### src/rtl/core/sid_pkg.sv
// ----------------------------------------------------------------------------
// sid_pkg: shared types and constants for the signed integer to decimal text unit
// Holds character codes, BCD sizing, the emitter state encoding and the
// conversion result word passed from the converter to the emitter.
// ----------------------------------------------------------------------------
`default_nettype none

package sid_pkg;

	// Input value width and decimal sizing (2^32 needs ten digits)
	localparam int unsigned NUM_W    = 32;
	localparam int unsigned DIG_N    = 10;
	localparam int unsigned BCD_W    = DIG_N * 4;
	localparam int unsigned BITCNT_W = $clog2(NUM_W);
	localparam int unsigned DIGCNT_W = $clog2(DIG_N);
	localparam int unsigned CHAR_W   = 7;

	localparam logic [BITCNT_W-1:0] BIT_LAST = BITCNT_W'(NUM_W - 1);
	localparam logic [DIGCNT_W-1:0] DIG_LAST = DIGCNT_W'(DIG_N - 1);

	// Character codes
	localparam logic [CHAR_W-1:0] CH_ZERO  = 7'h30;
	localparam logic [CHAR_W-1:0] CH_MINUS = 7'h2D;
	localparam logic [CHAR_W-1:0] CH_CR    = 7'h0D;

	// Emitter sequencer states
	typedef enum logic [1:0] {
		E_IDLE,
		E_SIGN,
		E_DIGIT,
		E_CR
	} sid_emit_state_t;

	// Finished conversion word from converter to emitter
	typedef struct packed {
		logic             done;
		logic             neg;
		logic [BCD_W-1:0] bcd;
	} sid_conv_t;

endpackage

`default_nettype wire

### src/rtl/core/sid_dabble.sv
// ----------------------------------------------------------------------------
// sid_dabble: bit-serial binary to BCD converter
// Takes the magnitude of a signed word and shifts it MSB first into a ten
// digit BCD register, adding three to any digit of five or more each cycle.
// ----------------------------------------------------------------------------
`default_nettype none

module sid_dabble (
	input  wire logic                         clk,
	input  wire logic                         arst_n,
	input  wire logic                         load,
	input  wire logic [sid_pkg::NUM_W-1:0]    value,
	output sid_pkg::sid_conv_t                conv,
	output logic                              busy
);

	logic                            active_q;
	logic                            done_q;
	logic                            neg_q;
	logic [sid_pkg::BITCNT_W-1:0]    cnt_q;
	logic [sid_pkg::NUM_W-1:0]       bin_q;
	logic [sid_pkg::BCD_W-1:0]       bcd_q;
	logic [sid_pkg::BCD_W-1:0]       bcd_adj;
	logic [sid_pkg::NUM_W-1:0]       mag;

	// Form the magnitude in unsigned arithmetic so the most negative value survives
	assign mag = value[sid_pkg::NUM_W-1] ? (~value + sid_pkg::NUM_W'(1)) : value;

	// Add three to each digit that would overflow on the next doubling
	always_comb begin
		for (int i = 0; i < sid_pkg::DIG_N; i++) begin
			if (bcd_q[i*4 +: 4] >= 4'd5) begin
				bcd_adj[i*4 +: 4] = bcd_q[i*4 +: 4] + 4'd3;
			end else begin
				bcd_adj[i*4 +: 4] = bcd_q[i*4 +: 4];
			end
		end
	end

	// Control: run one bit per cycle, pulse done after the last bit
	always_ff @(posedge clk or negedge arst_n) begin
		if (!arst_n) begin
			active_q <= 1'b0;
			done_q   <= 1'b0;
			cnt_q    <= '0;
		end else begin
			done_q <= 1'b0;
			if (load) begin
				active_q <= 1'b1;
				cnt_q    <= '0;
			end else if (active_q) begin
				cnt_q <= cnt_q + sid_pkg::BITCNT_W'(1);
				if (cnt_q == sid_pkg::BIT_LAST) begin
					active_q <= 1'b0;
					done_q   <= 1'b1;
				end
			end
		end
	end

	// Datapath: shift the binary word into the BCD register
	always_ff @(posedge clk) begin
		if (load) begin
			bin_q <= mag;
			bcd_q <= '0;
			neg_q <= value[sid_pkg::NUM_W-1];
		end else if (active_q) begin
			bin_q <= {bin_q[sid_pkg::NUM_W-2:0], 1'b0};
			bcd_q <= {bcd_adj[sid_pkg::BCD_W-2:0], bin_q[sid_pkg::NUM_W-1]};
		end
	end

	assign conv.done = done_q;
	assign conv.neg  = neg_q;
	assign conv.bcd  = bcd_q;
	assign busy      = active_q | done_q;

`ifndef SYNTHESIS
	a_done_after_last: assert property (@(posedge clk) disable iff (!arst_n)
		(active_q && !load && cnt_q == sid_pkg::BIT_LAST) |=> done_q)
		else $error("converter missed done after last bit");
	a_done_not_active: assert property (@(posedge clk) disable iff (!arst_n)
		done_q |-> !active_q)
		else $error("converter done while still shifting");
`endif

endmodule

`default_nettype wire

### src/rtl/core/sid_emit.sv
// ----------------------------------------------------------------------------
// sid_emit: decimal character emitter
// Sends an optional minus, the BCD digits MSB first without leading zeros,
// and a closing carriage return, one character per strobe.
// ----------------------------------------------------------------------------
`default_nettype none

module sid_emit (
	input  wire logic                        clk,
	input  wire logic                        arst_n,
	input  wire sid_pkg::sid_conv_t          conv,
	output logic                             strobe,
	output logic [sid_pkg::CHAR_W-1:0]       char_code,
	output logic                             last_char,
	output logic                             busy
);

	sid_pkg::sid_emit_state_t            state_q;
	sid_pkg::sid_emit_state_t            state_d;
	logic [sid_pkg::BCD_W-1:0]           dig_q;
	logic [sid_pkg::DIGCNT_W-1:0]        cnt_q;
	logic                                seen_q;
	logic                                strobe_q;
	logic                                last_q;
	logic [sid_pkg::CHAR_W-1:0]          char_q;
	logic                                emit_d;
	logic                                last_d;
	logic [sid_pkg::CHAR_W-1:0]          char_d;
	logic [3:0]                          cur_dig;

	assign cur_dig = dig_q[sid_pkg::BCD_W-1 -: 4];

	// State register
	always_ff @(posedge clk or negedge arst_n) begin
		if (!arst_n) begin
			state_q <= sid_pkg::E_IDLE;
		end else begin
			state_q <= state_d;
		end
	end

	// Next state and character selection
	always_comb begin
		state_d = state_q;
		emit_d  = 1'b0;
		last_d  = 1'b0;
		char_d  = sid_pkg::CH_CR;
		case (state_q)
			sid_pkg::E_IDLE: begin
				if (conv.done) begin
					state_d = conv.neg ? sid_pkg::E_SIGN : sid_pkg::E_DIGIT;
				end
			end
			sid_pkg::E_SIGN: begin
				emit_d  = 1'b1;
				char_d  = sid_pkg::CH_MINUS;
				state_d = sid_pkg::E_DIGIT;
			end
			sid_pkg::E_DIGIT: begin
				// Drop leading zeros but always keep the units digit
				emit_d = seen_q || (cur_dig != 4'd0) || (cnt_q == sid_pkg::DIG_LAST);
				char_d = sid_pkg::CH_ZERO + {3'b000, cur_dig};
				if (cnt_q == sid_pkg::DIG_LAST) begin
					state_d = sid_pkg::E_CR;
				end
			end
			sid_pkg::E_CR: begin
				emit_d  = 1'b1;
				last_d  = 1'b1;
				char_d  = sid_pkg::CH_CR;
				state_d = sid_pkg::E_IDLE;
			end
			default: begin
				state_d = sid_pkg::E_IDLE;
			end
		endcase
	end

	// Output word register and strobe
	always_ff @(posedge clk or negedge arst_n) begin
		if (!arst_n) begin
			strobe_q <= 1'b0;
			last_q   <= 1'b0;
		end else begin
			strobe_q <= emit_d;
			last_q   <= last_d;
		end
	end

	always_ff @(posedge clk) begin
		char_q <= char_d;
	end

	// Digit shift register: advance one digit per cycle in the digit phase
	always_ff @(posedge clk or negedge arst_n) begin
		if (!arst_n) begin
			seen_q <= 1'b0;
			cnt_q  <= '0;
		end else if (state_q == sid_pkg::E_IDLE && conv.done) begin
			seen_q <= 1'b0;
			cnt_q  <= '0;
		end else if (state_q == sid_pkg::E_DIGIT) begin
			seen_q <= seen_q | (cur_dig != 4'd0);
			cnt_q  <= cnt_q + sid_pkg::DIGCNT_W'(1);
		end
	end

	always_ff @(posedge clk) begin
		if (state_q == sid_pkg::E_IDLE && conv.done) begin
			dig_q <= conv.bcd;
		end else if (state_q == sid_pkg::E_DIGIT) begin
			dig_q <= {dig_q[sid_pkg::BCD_W-5:0], 4'd0};
		end
	end

	assign strobe    = strobe_q;
	assign char_code = char_q;
	assign last_char = last_q;
	assign busy      = (state_q != sid_pkg::E_IDLE);

`ifndef SYNTHESIS
	a_last_is_cr: assert property (@(posedge clk) disable iff (!arst_n)
		last_q |-> (strobe_q && char_q == sid_pkg::CH_CR))
		else $error("last character is not a strobed carriage return");
	a_done_when_idle: assert property (@(posedge clk) disable iff (!arst_n)
		conv.done |-> (state_q == sid_pkg::E_IDLE))
		else $error("conversion finished while emitter busy");
`endif

endmodule

`default_nettype wire

### src/rtl/core/signed_int_to_decimal_ascii_unit.sv
// ----------------------------------------------------------------------------
// signed_int_to_decimal_ascii_unit: signed 32-bit integer to decimal ASCII
// A word is taken on start while busy is low. The bit-serial converter shifts
// in every bit of the magnitude and hands the BCD result to the emitter; digits
// then follow one per cycle, a leading zero digit passing without a strobe, and
// a minus sign going first. Busy falls as the carriage return strobes, so a new
// word is taken only once the previous one is fully sent. The receiver cannot
// stall. Reset (arst_n low) idles both sequencers.
// ----------------------------------------------------------------------------
`default_nettype none

module signed_int_to_decimal_ascii_unit (
	input  wire logic                          clk,
	input  wire logic                          arst_n,
	input  wire logic                          start,
	output logic                               busy,
	input  wire logic signed [31:0]            number_in,
	output logic                               strobe,
	output logic [6:0]                         char_code,
	output logic                               last_char
);

	sid_pkg::sid_conv_t conv;
	logic               conv_busy;
	logic               emit_busy;
	logic               accept;

	// Take a new word only when both stages are idle
	assign accept = start & ~busy;
	assign busy   = conv_busy | emit_busy;

	sid_dabble u_dabble (
		.clk    (clk),
		.arst_n (arst_n),
		.load   (accept),
		.value  (number_in),
		.conv   (conv),
		.busy   (conv_busy)
	);

	sid_emit u_emit (
		.clk       (clk),
		.arst_n    (arst_n),
		.conv      (conv),
		.strobe    (strobe),
		.char_code (char_code),
		.last_char (last_char),
		.busy      (emit_busy)
	);

`ifndef SYNTHESIS
	a_busy_after_accept: assert property (@(posedge clk) disable iff (!arst_n)
		accept |=> busy)
		else $error("unit not busy after taking a word");
`endif

endmodule

`default_nettype wire

### config.mk
export PLATFORM = sky130hd
export DESIGN_NAME = signed_int_to_decimal_ascii_unit
export DESIGN_NICKNAME = d
export VERILOG_FILES = /design/src/rtl/core/sid_pkg.sv /design/src/rtl/core/sid_dabble.sv /design/src/rtl/core/sid_emit.sv /design/src/rtl/core/signed_int_to_decimal_ascii_unit.sv
export SDC_FILE = /design/constraint.sdc
export NUM_CORES = 1
export LEC_CHECK = 0
export BUFFER_PORTS_ARGS = -buffer_cell sky130_fd_sc_hd__buf_4
export CORE_MARGIN = 8
export CORE_UTILIZATION = 55
export CTS_CLUSTER_DIAMETER = 120
export DETAILED_ROUTE_END_ITERATION = 16
export PLACE_DENSITY = 0.76
export SLEW_MARGIN = 25
export SYNTH_ARGS = -nofsm -noshare
export SYNTH_HDL_FRONTEND = slang
export SYNTH_SLANG_ARGS = --single-unit
### constraint.sdc
create_clock -name clk -period 2.9 [get_ports clk]
set_input_delay 0.145 -clock clk [delete_from_list [all_inputs] [get_ports clk]]
set_output_delay 0.145 -clock clk [all_outputs]
set_load 0.1 [all_outputs]
==> impl_results.md, run 1 <==
- Post-synthesis cell area: 6820 um^2
- TritonCTS clock tree: built
- Post-CTS setup repair buffer count: 0
- Syn Nets: 781
- Clock power share: 22.5%
- Pre-Repair DR Iteration Count: 5
- Worst path slowest cell: or3b_2
- Max Cap Viol: 0
- Ports: 45
- Layout area overhead: 15.6%
- Largest net degree at the start of global routing: 43
- Final Critical Period: 2.52 ns
- ANT cells: 0
- Number of antenna violations at the first check in global routing: 0
- Clock sink count: 135
- Chip height: 127 um
- Primary FF master, synth: edfxtp_1
- WP data arrival: 2.63 ns
- CTS Buffer Depth: 2
- Seq/Total Area, Yosys: 51.5%
- Ys async rst share: 11.9%
- Sw Ratio: 37.8%
- Routed len/inst: 15.3 um
- Area occupied by multi-input gates: 3050 um^2
- Residual DRC: 0
- Mean Syn Cell Area: 9.53 um^2
- P_int: 5.67 mW
- Lkg Pwr: 3.32 nW
- 1st-iter DRT viols: 474
- Vias in the first global route: 5009
- Startpoint types: flip-flop
- Rel. slew slack: 38.7%
- Maximum vdd drop: 0.607 mV
- Hold Vio Cnt, Final: 0
- Post-Synthesis Cells: 716
- Pwr dens: 1160 nW/um^2
- Total CTS buffers: 17
- Initial core utilization: 56.5%
- Worst min-delay path class: in -> reg
- Crit path capture type: flip-flop
- # H-tree levels: 4
- Switching pwr: 3.45 mW
- CP max stage delay: 0.49 ns
- Port bufs: 43
- Max Freq: 0.397 GHz
- Detail Placement HPWL: 9610 um
- Worst Path Required: 3.01 ns
- Die W: 127 um
- Net count, final: 816
- Slew @ Worst Pin: 0.920 ns
- Seq. cell area: 3510 um^2
- Final worst-path cycle share: 86.9%
- First-pass GRT wire length: 23800 um
- Final WL: 14200 um
- Setup TNS: 0 ns
- GP Congestion: 0.801
- Post-synth EDFFs: 73
- Skew-Pair Late Insertion Delay: 0.41 ns
- Skew final: 0.00711 ns
- WS Path Type: reg -> reg
- Maximum fanout along the worst path: 36
- RSZ-0062 raised after global routing: false
- Total Routing Usage GR: 18.0%
- Sequential Power Share: 40.6%
- Die area: 16200 um^2
- Fillers: 948
- Non-Filler Instances: 932
- Max-slew violation count: 0
- Share of cells above drive strength 1: 13.5%
- CP cell instances: inv_1 -> ha_1 -> or3b_2 -> or2_2 -> inv_2 -> buf_12
- Yosys cell types: 48
- Syn. warnings: 0
- Clock transition at the registers of the reported paths: 0.06 ns
- CTS root buf: clkbuf_16
- Via count: 5199
- Vias per std cell: 5.58
- Final setup vio count: 0
- Outcome: complete, no violations
- Antenna viol nets, final: 0
- Rows: 40
- Seq cells post-synth: 135
- Comb pwr share: 36.9%
- Total grt overflow: 0
- Core Box Area: 12100 um^2
- Dpl cells: 899
[flip-flops by register name, indices dropped and copies added, names as in the netlist]
| name | cells |
|---|---|
| u_dabble.bcd_q | 40 |
| u_emit.dig_q | 40 |
| u_dabble.bin_q | 32 |
| u_emit.char_code | 6 |
| u_dabble.cnt_q | 5 |
| u_emit.cnt_q | 4 |
| u_emit.state_q | 2 |
| u_dabble.active_q | 1 |
| u_dabble.done_q | 1 |
| u_dabble.neg_q | 1 |
| u_emit.last_char | 1 |
| u_emit.seen_q | 1 |
| u_emit.strobe | 1 |
[worst max-delay path, delay by kind of cell, from the launching register on]
family / cells / cell delay [ns]
and+or+nand+nor: 2 / 0.89
adders and majority gates: 1 / 0.28
DFF: 1 / 0.42
buffers and inverters: 3 / 0.62
[Yosys cell counts (3+ instances only)]
cell,number,area [um^2]
and2_1,3,18.8
o22ai_1,10,62.6
o31ai_1,7,52.6
buf_1,5,18.8
dfxtp_1,46,921
edfxtp_1,73,2190
nand4_1,6,37.5
a31o_2,8,70.1
o21ai_1,13,65.1
xnor2_1,13,114
nor3_1,16,80.1
xor2_1,39,342
nor4_1,3,18.8
and3_1,3,18.8
mux2i_1,14,140
clkbuf_1,25,93.8
nand2_1,147,552
nand3_1,12,60.1
dfrtp_1,16,400
nor2_1,44,165
nor2b_1,3,18.8
buf_2,6,30.0
o41ai_1,7,61.3
a21oi_1,36,180
inv_1,29,109
o21ai_0,65,325
nand2b_1,13,81.3
ha_1,30,375
[cell usage in the layout, fill, tap and decap left out, types with 8 or more instances in the layout]
| cell type | netlist | layout |
|---|---|---|
| nand2b_1 | 13 | 12 |
| clkbuf_16 | 0 | 20 |
| nand3_1 | 12 | 12 |
| inv_1 | 29 | 29 |
| a21oi_1 | 36 | 36 |
| o22ai_1 | 10 | 10 |
| buf_4 | 1 | 51 |
| edfxtp_1 | 73 | 73 |
| nor2_1 | 44 | 44 |
| a31o_2 | 8 | 8 |
| o21ai_1 | 13 | 13 |
| nor3_1 | 16 | 16 |
| nand2_1 | 147 | 146 |
| xor2_1 | 39 | 39 |
| xnor2_1 | 13 | 13 |
| dfrtp_1 | 16 | 16 |
| dfxtp_1 | 46 | 46 |
| o21ai_0 | 65 | 65 |
| mux2i_1 | 14 | 14 |
| ha_1 | 30 | 30 |
[kinds of logic (layout without fill, tap and decap cells)]
| group | Yosys count | count (layout) | share of synthesized area (%) |
|---|---|---|---|
| xor+xnor | 52 | 52 | 6.68 |
| compound gates | 152 | 152 | 13.1 |
| fa+ha+maj | 30 | 30 | 5.50 |
| mux | 15 | 15 | 2.22 |
| simple gates | 264 | 264 | 17.0 |
| flops | 135 | 135 | 51.5 |
| buf+inv | 67 | 115 | 3.85 |
| other cells | 1 | 1 | 0.0550 |
[cell type report]
class / instances / share of cell area [%]
Clock inverter: 9 / 0.793
Multi-Input combinational cell: 514 / 38.7
Timing Repair Buffer: 53 / 5.23
Clock buffer: 23 / 6.61
Inverter: 30 / 1.43
Tap cell: 168 / 2.66
Sequential cell: 135 / 44.5
[power groups by stage]
stage                     clock network (mW)  logic (mW)  registers, mW
after floorplan                            0        2.27           3.92
after global placement                     0        3.14           3.67
after detailed placement                   0        3.34           3.72
after CTS                               2.08        3.38           3.70
after global routing                    2.15        3.78           3.81
final                                   2.06        3.37           3.70
[path summary, 6_finish.rpt]
| path | from | to | slack, ns | depth (start not counted) |
|---|---|---|---|---|
| min in group asynchronous | arst_n | u_dabble.cnt_q[4] | 0.14 | 2 |
| hold reg to reg | u_emit.dig_q[37] | u_emit.char_code[1] | 0.48 | 1 |
| max in group asynchronous | arst_n | u_emit.cnt_q[1] | 2.57 | 2 |
| setup / recovery | u_emit.state_q[1] | u_dabble.neg_q | 0.38 | 6 |
| setup reg to reg | u_emit.state_q[1] | u_dabble.neg_q | 0.38 | 6 |
| hold / removal | number_in[0] | u_dabble.bin_q[0] | 0.09 | 3 |
[metal layers]
layer / vias to the layer above / GRT usage (%) / wire, um
li1: 2548 / - / -
met1: 2486 / 22.4 / 6330
met2: 146 / 30.5 / 7020
met3: 19 / 4.20 / 728
met4: 0 / 5.81 / 165
met5: - / 0 / 0
[repair_timing]
| item | in CTS | in global routing |
|---|---|---|
| hold buffers | 1 | 0 |
| gates resized for setup | 0 | 0 |
| hold endpoints to repair | 16 | 0 |
[metrics by stage]
step | total power [mW] | area (um^2) | hold slack (ns) | worst slack [ns] | utilization [%]
after floorplan | 6.19 | 6830 | -0.151 | 0.123 | -
after detailed placement | 7.06 | 7290 | 0.0209 | 0.416 | 60.5
final | 9.12 | 7890 | 0.0882 | 0.379 | 65.4
after CTS | 9.15 | 7890 | 0.0794 | 0.408 | 65.4
after global routing | 9.74 | 7890 | 0.0994 | 0.226 | 65.4
after global placement | 6.82 | 7290 | 0.0113 | 0.523 | 60.5
(Power assumes the default switching activity.)
==> inputs of run 2 (changes only) <==
--- a/config.mk
+++ b/config.mk
@@ -6,10 +6,11 @@
 export NUM_CORES = 1
 export LEC_CHECK = 0
 export BUFFER_PORTS_ARGS = -buffer_cell sky130_fd_sc_hd__buf_4
-export CORE_MARGIN = 8
+export CORE_MARGIN = 1
 export CORE_UTILIZATION = 55
 export CTS_CLUSTER_DIAMETER = 120
 export DETAILED_ROUTE_END_ITERATION = 16
+export GPL_TIMING_DRIVEN = 0
 export PLACE_DENSITY = 0.76
 export SLEW_MARGIN = 25
 export SYNTH_ARGS = -nofsm -noshare
==> run 2 against run 1 <==
Effect of this change: routed wire length rose by 11%; cell area rose by 2.5%; clock power rose by 14%; clock skew fell by 0.0014 ns; first-iteration DRC count rose by 3.6%; core utilization rose by 1.6 points; worst setup slack got worse by 0.24 ns; sequential share of layout area fell by 1.1 points; sequential cell count did not move; total power rose by 5.0%; highest routed layer unchanged.
==> impl_results.md, run 2 (synthesis gave the netlist of run 1 again) <==
- RSZ-0062 raised after global routing: false (unchanged)
- Max Freq: 0.362 GHz (was 0.397 GHz)
- Clock sink count: 135 (unchanged)
- WS Path Type: reg -> reg (unchanged)
- Slew @ Worst Pin: 0.996 ns (was 0.920 ns)
- Startpoint types: flip-flop (unchanged)
- Rows: 40 (unchanged)
- Skew-Pair Late Insertion Delay: 0.42 ns (was 0.41 ns)
- First-pass GRT wire length: 26400 um (was 23800 um)
- Ports: 45 (unchanged)
- Clock transition at the registers of the reported paths: 0.06 ns (about the same)
- Layout area overhead: 18.5% (was 15.6%)
- Hold Vio Cnt, Final: 0 (unchanged)
- TritonCTS clock tree: built (unchanged)
- RR Startpoint: u_emit.state_q[0] (was u_emit.state_q[1])
- CTS Buffer Depth: 2 (unchanged)
- Lkg Pwr: 3.41 nW (was 3.32 nW)
- Maximum fanout along the worst path: 10 (was 36)
- Maximum vdd drop: 0.452 mV (was 0.607 mV)
- Pwr dens: 1190 nW/um^2 (was 1160 nW/um^2)
- Setup TNS: 0 ns (unchanged)
- Total Routing Usage GR: 26.8% (was 18.0%)
- Rel. slew slack: 33.6% (was 38.7%)
- Crit path capture type: flip-flop (unchanged)
- Final worst-path cycle share: 95.3% (was 86.9%)
- Final core occ: 67.0% (was 65.4%)
- Number of antenna violations at the first check in global routing: 0 (unchanged)
- Port bufs: 43 (unchanged)
- CTS root buf: clkbuf_16 (unchanged)
- # H-tree levels: 4 (unchanged)
- Total Power: 9.58 mW (was 9.12 mW)
- Routed len/inst: 16.4 um (was 15.3 um)
- Most frequent cells in the layout: 146 x nand2_1, 73 x edfxtp_1, 65 x o21ai_0 (unchanged)
- Skew final: 0.00571 ns (was 0.00711 ns)
- CP cell instances: inv_1 -> ha_2 -> or3b_2 -> or2_1 -> buf_2 -> inv_2 -> buf_2 -> buf_2 (was inv_1 -> ha_1 -> or3b_2 -> or2_2 -> inv_2 -> buf_12)
- Worst min-delay path class: in -> reg (unchanged)
- ANT cells: 0 (unchanged)
- Worst hold path startpoint: number_in[0] (unchanged)
- GP Congestion: 0.827 (was 0.801)
- Antenna viol nets, final: 0 (unchanged)
- Chip height: 113 um (was 127 um)
- Largest net degree at the start of global routing: 33 (was 43)
- Residual DRC: 0 (unchanged)
- RR Endpoint: u_dabble.neg_q (unchanged)
- Hold path endpoint: u_dabble.bin_q[0] (unchanged)
- Final setup vio count: 0 (unchanged)
- Reg-to-reg slack, setup: 0.14 ns (was 0.38 ns)
- Total grt overflow: 0 (unchanged)
- Net count, final: 847 (was 816)
- Hold Path Stages: 3 (unchanged)
- Pre-Repair DR Iteration Count: 5 (unchanged)
- Detail Placement HPWL: 10700 um (was 9610 um)
- Final Critical Period: 2.76 ns (was 2.52 ns)
- Worst path slowest cell: or3b_2 (unchanged)
- Largest regs: u_dabble.bcd_q x40, u_emit.dig_q x40, u_dabble.bin_q x32 (unchanged)
- Max-slew violation count: 0 (unchanged)
- Outcome: complete, no violations (unchanged)
- Share of cells above drive strength 1: 13.2% (was 13.5%)
- Via count: 5456 (was 5199)
- Final WL: 15700 um (was 14200 um)
- Max Cap Viol: 0 (unchanged)
- Worst Reg-to-Reg Cells: 8 (was 6)
- Worst Path Required: 3.00 ns (was 3.01 ns)
- Initial core utilization: 56.5% (unchanged)
- Vias per std cell: 5.67 (was 5.58)
- Commonest non-fill, non-tap cell in the layout: nand2_1 (unchanged)
- Total CTS buffers: 17 (unchanged)
- WP data arrival: 2.86 ns (was 2.63 ns)
- Die area: 12800 um^2 (was 16200 um^2)
- Die W: 113 um (was 127 um)
- 1st-iter DRT viols: 491 (was 474)
- CP dominant cell by count: buf_2
- CP max stage delay: 0.52 ns (was 0.49 ns)
- Core Box Area: 12100 um^2 (unchanged)
- Vias in the first global route: 5433 (was 5009)
-- run 2: area by class of cell --
type / instances / area, um^2
Fill cell: 928 / 3980
Sequential cell: 135 / 3510
Multi-Input combinational cell: 515 / 3080
Clock buffer: 21 / 482
Timing Repair Buffer: 46 / 370
Tap cell: 168 / 210
Clock inverter: 11 / 166
Buffer: 37 / 154
Inverter: 30 / 113
-- run 2: critical path, delay by kind of cell (launching register included) --
family                     cells  cell delay [ns]
DFF                            1             0.43
and+or+nand+nor                2             0.77
adders and majority gates      1             0.25
buffers and inverters          5             0.99
-- run 2: metal layers --
| layer | wire [um] | up-vias | global-route usage [%] |
|---|---|---|---|
| met5 | 0 | - | 0 |
| met4 | 411 | 0 | 11.4 |
| met3 | 976 | 37 | 5.03 |
| met2 | 7380 | 207 | 43.6 |
| met1 | 6980 | 2600 | 35.1 |
| li1 | - | 2612 | - |
-- run 2: metrics by stage --
step	worst slack [ns]	instances	hold WS, ns	area, um^2
after floorplan	0.123	716	-0.151	6830
final	0.137	963	0.0822	8090
after global routing	0.00503	963	0.0943	8090
after global placement	-0.166	927	0.0110	7360
after detailed placement	-0.0529	928	0.0123	7390
after CTS	0.0398	962	0.0689	8070
-- run 2: worst max path at each step --
stage	from	slack (ns)	cells after the start	endpoint
5_1_grt	u_emit.state_q[0]	0.005	8	u_dabble.neg_q
3_5_place_dp	u_emit.state_q[0]	-0.05	7	u_dabble.bin_q[11]
2_1_floorplan	u_emit.state_q[0]	0.12	7	u_dabble.bin_q[0]
6_report	u_emit.state_q[0]	0.14	8	u_dabble.neg_q
3_3_place_gp	u_emit.state_q[0]	-0.17	5	u_emit.dig_q[21]
4_1_cts	u_emit.state_q[0]	0.04	7	u_dabble.bin_q[30]
-- run 2: report_power, final --
group / internal, mW / leakage [nW] / switching [mW]
Combinational: 1.30 / 1.79 / 2.24
Sequential: 3.16 / 1.30 / 0.542
Clock: 1.54 / 0.319 / 0.810
Total: 5.99 / 3.41 / 3.59
-- run 2: what timing repair did --
item | CTS | global route
endpoints found under the hold margin | 17 | 0
setup buffers | 0 | 0
pin swaps | 0 | 1
endpoints found under the setup margin | 32 | 44
cloned | 0 | 1
hold buffers | 2 | 0
resized for setup | 1 | 4
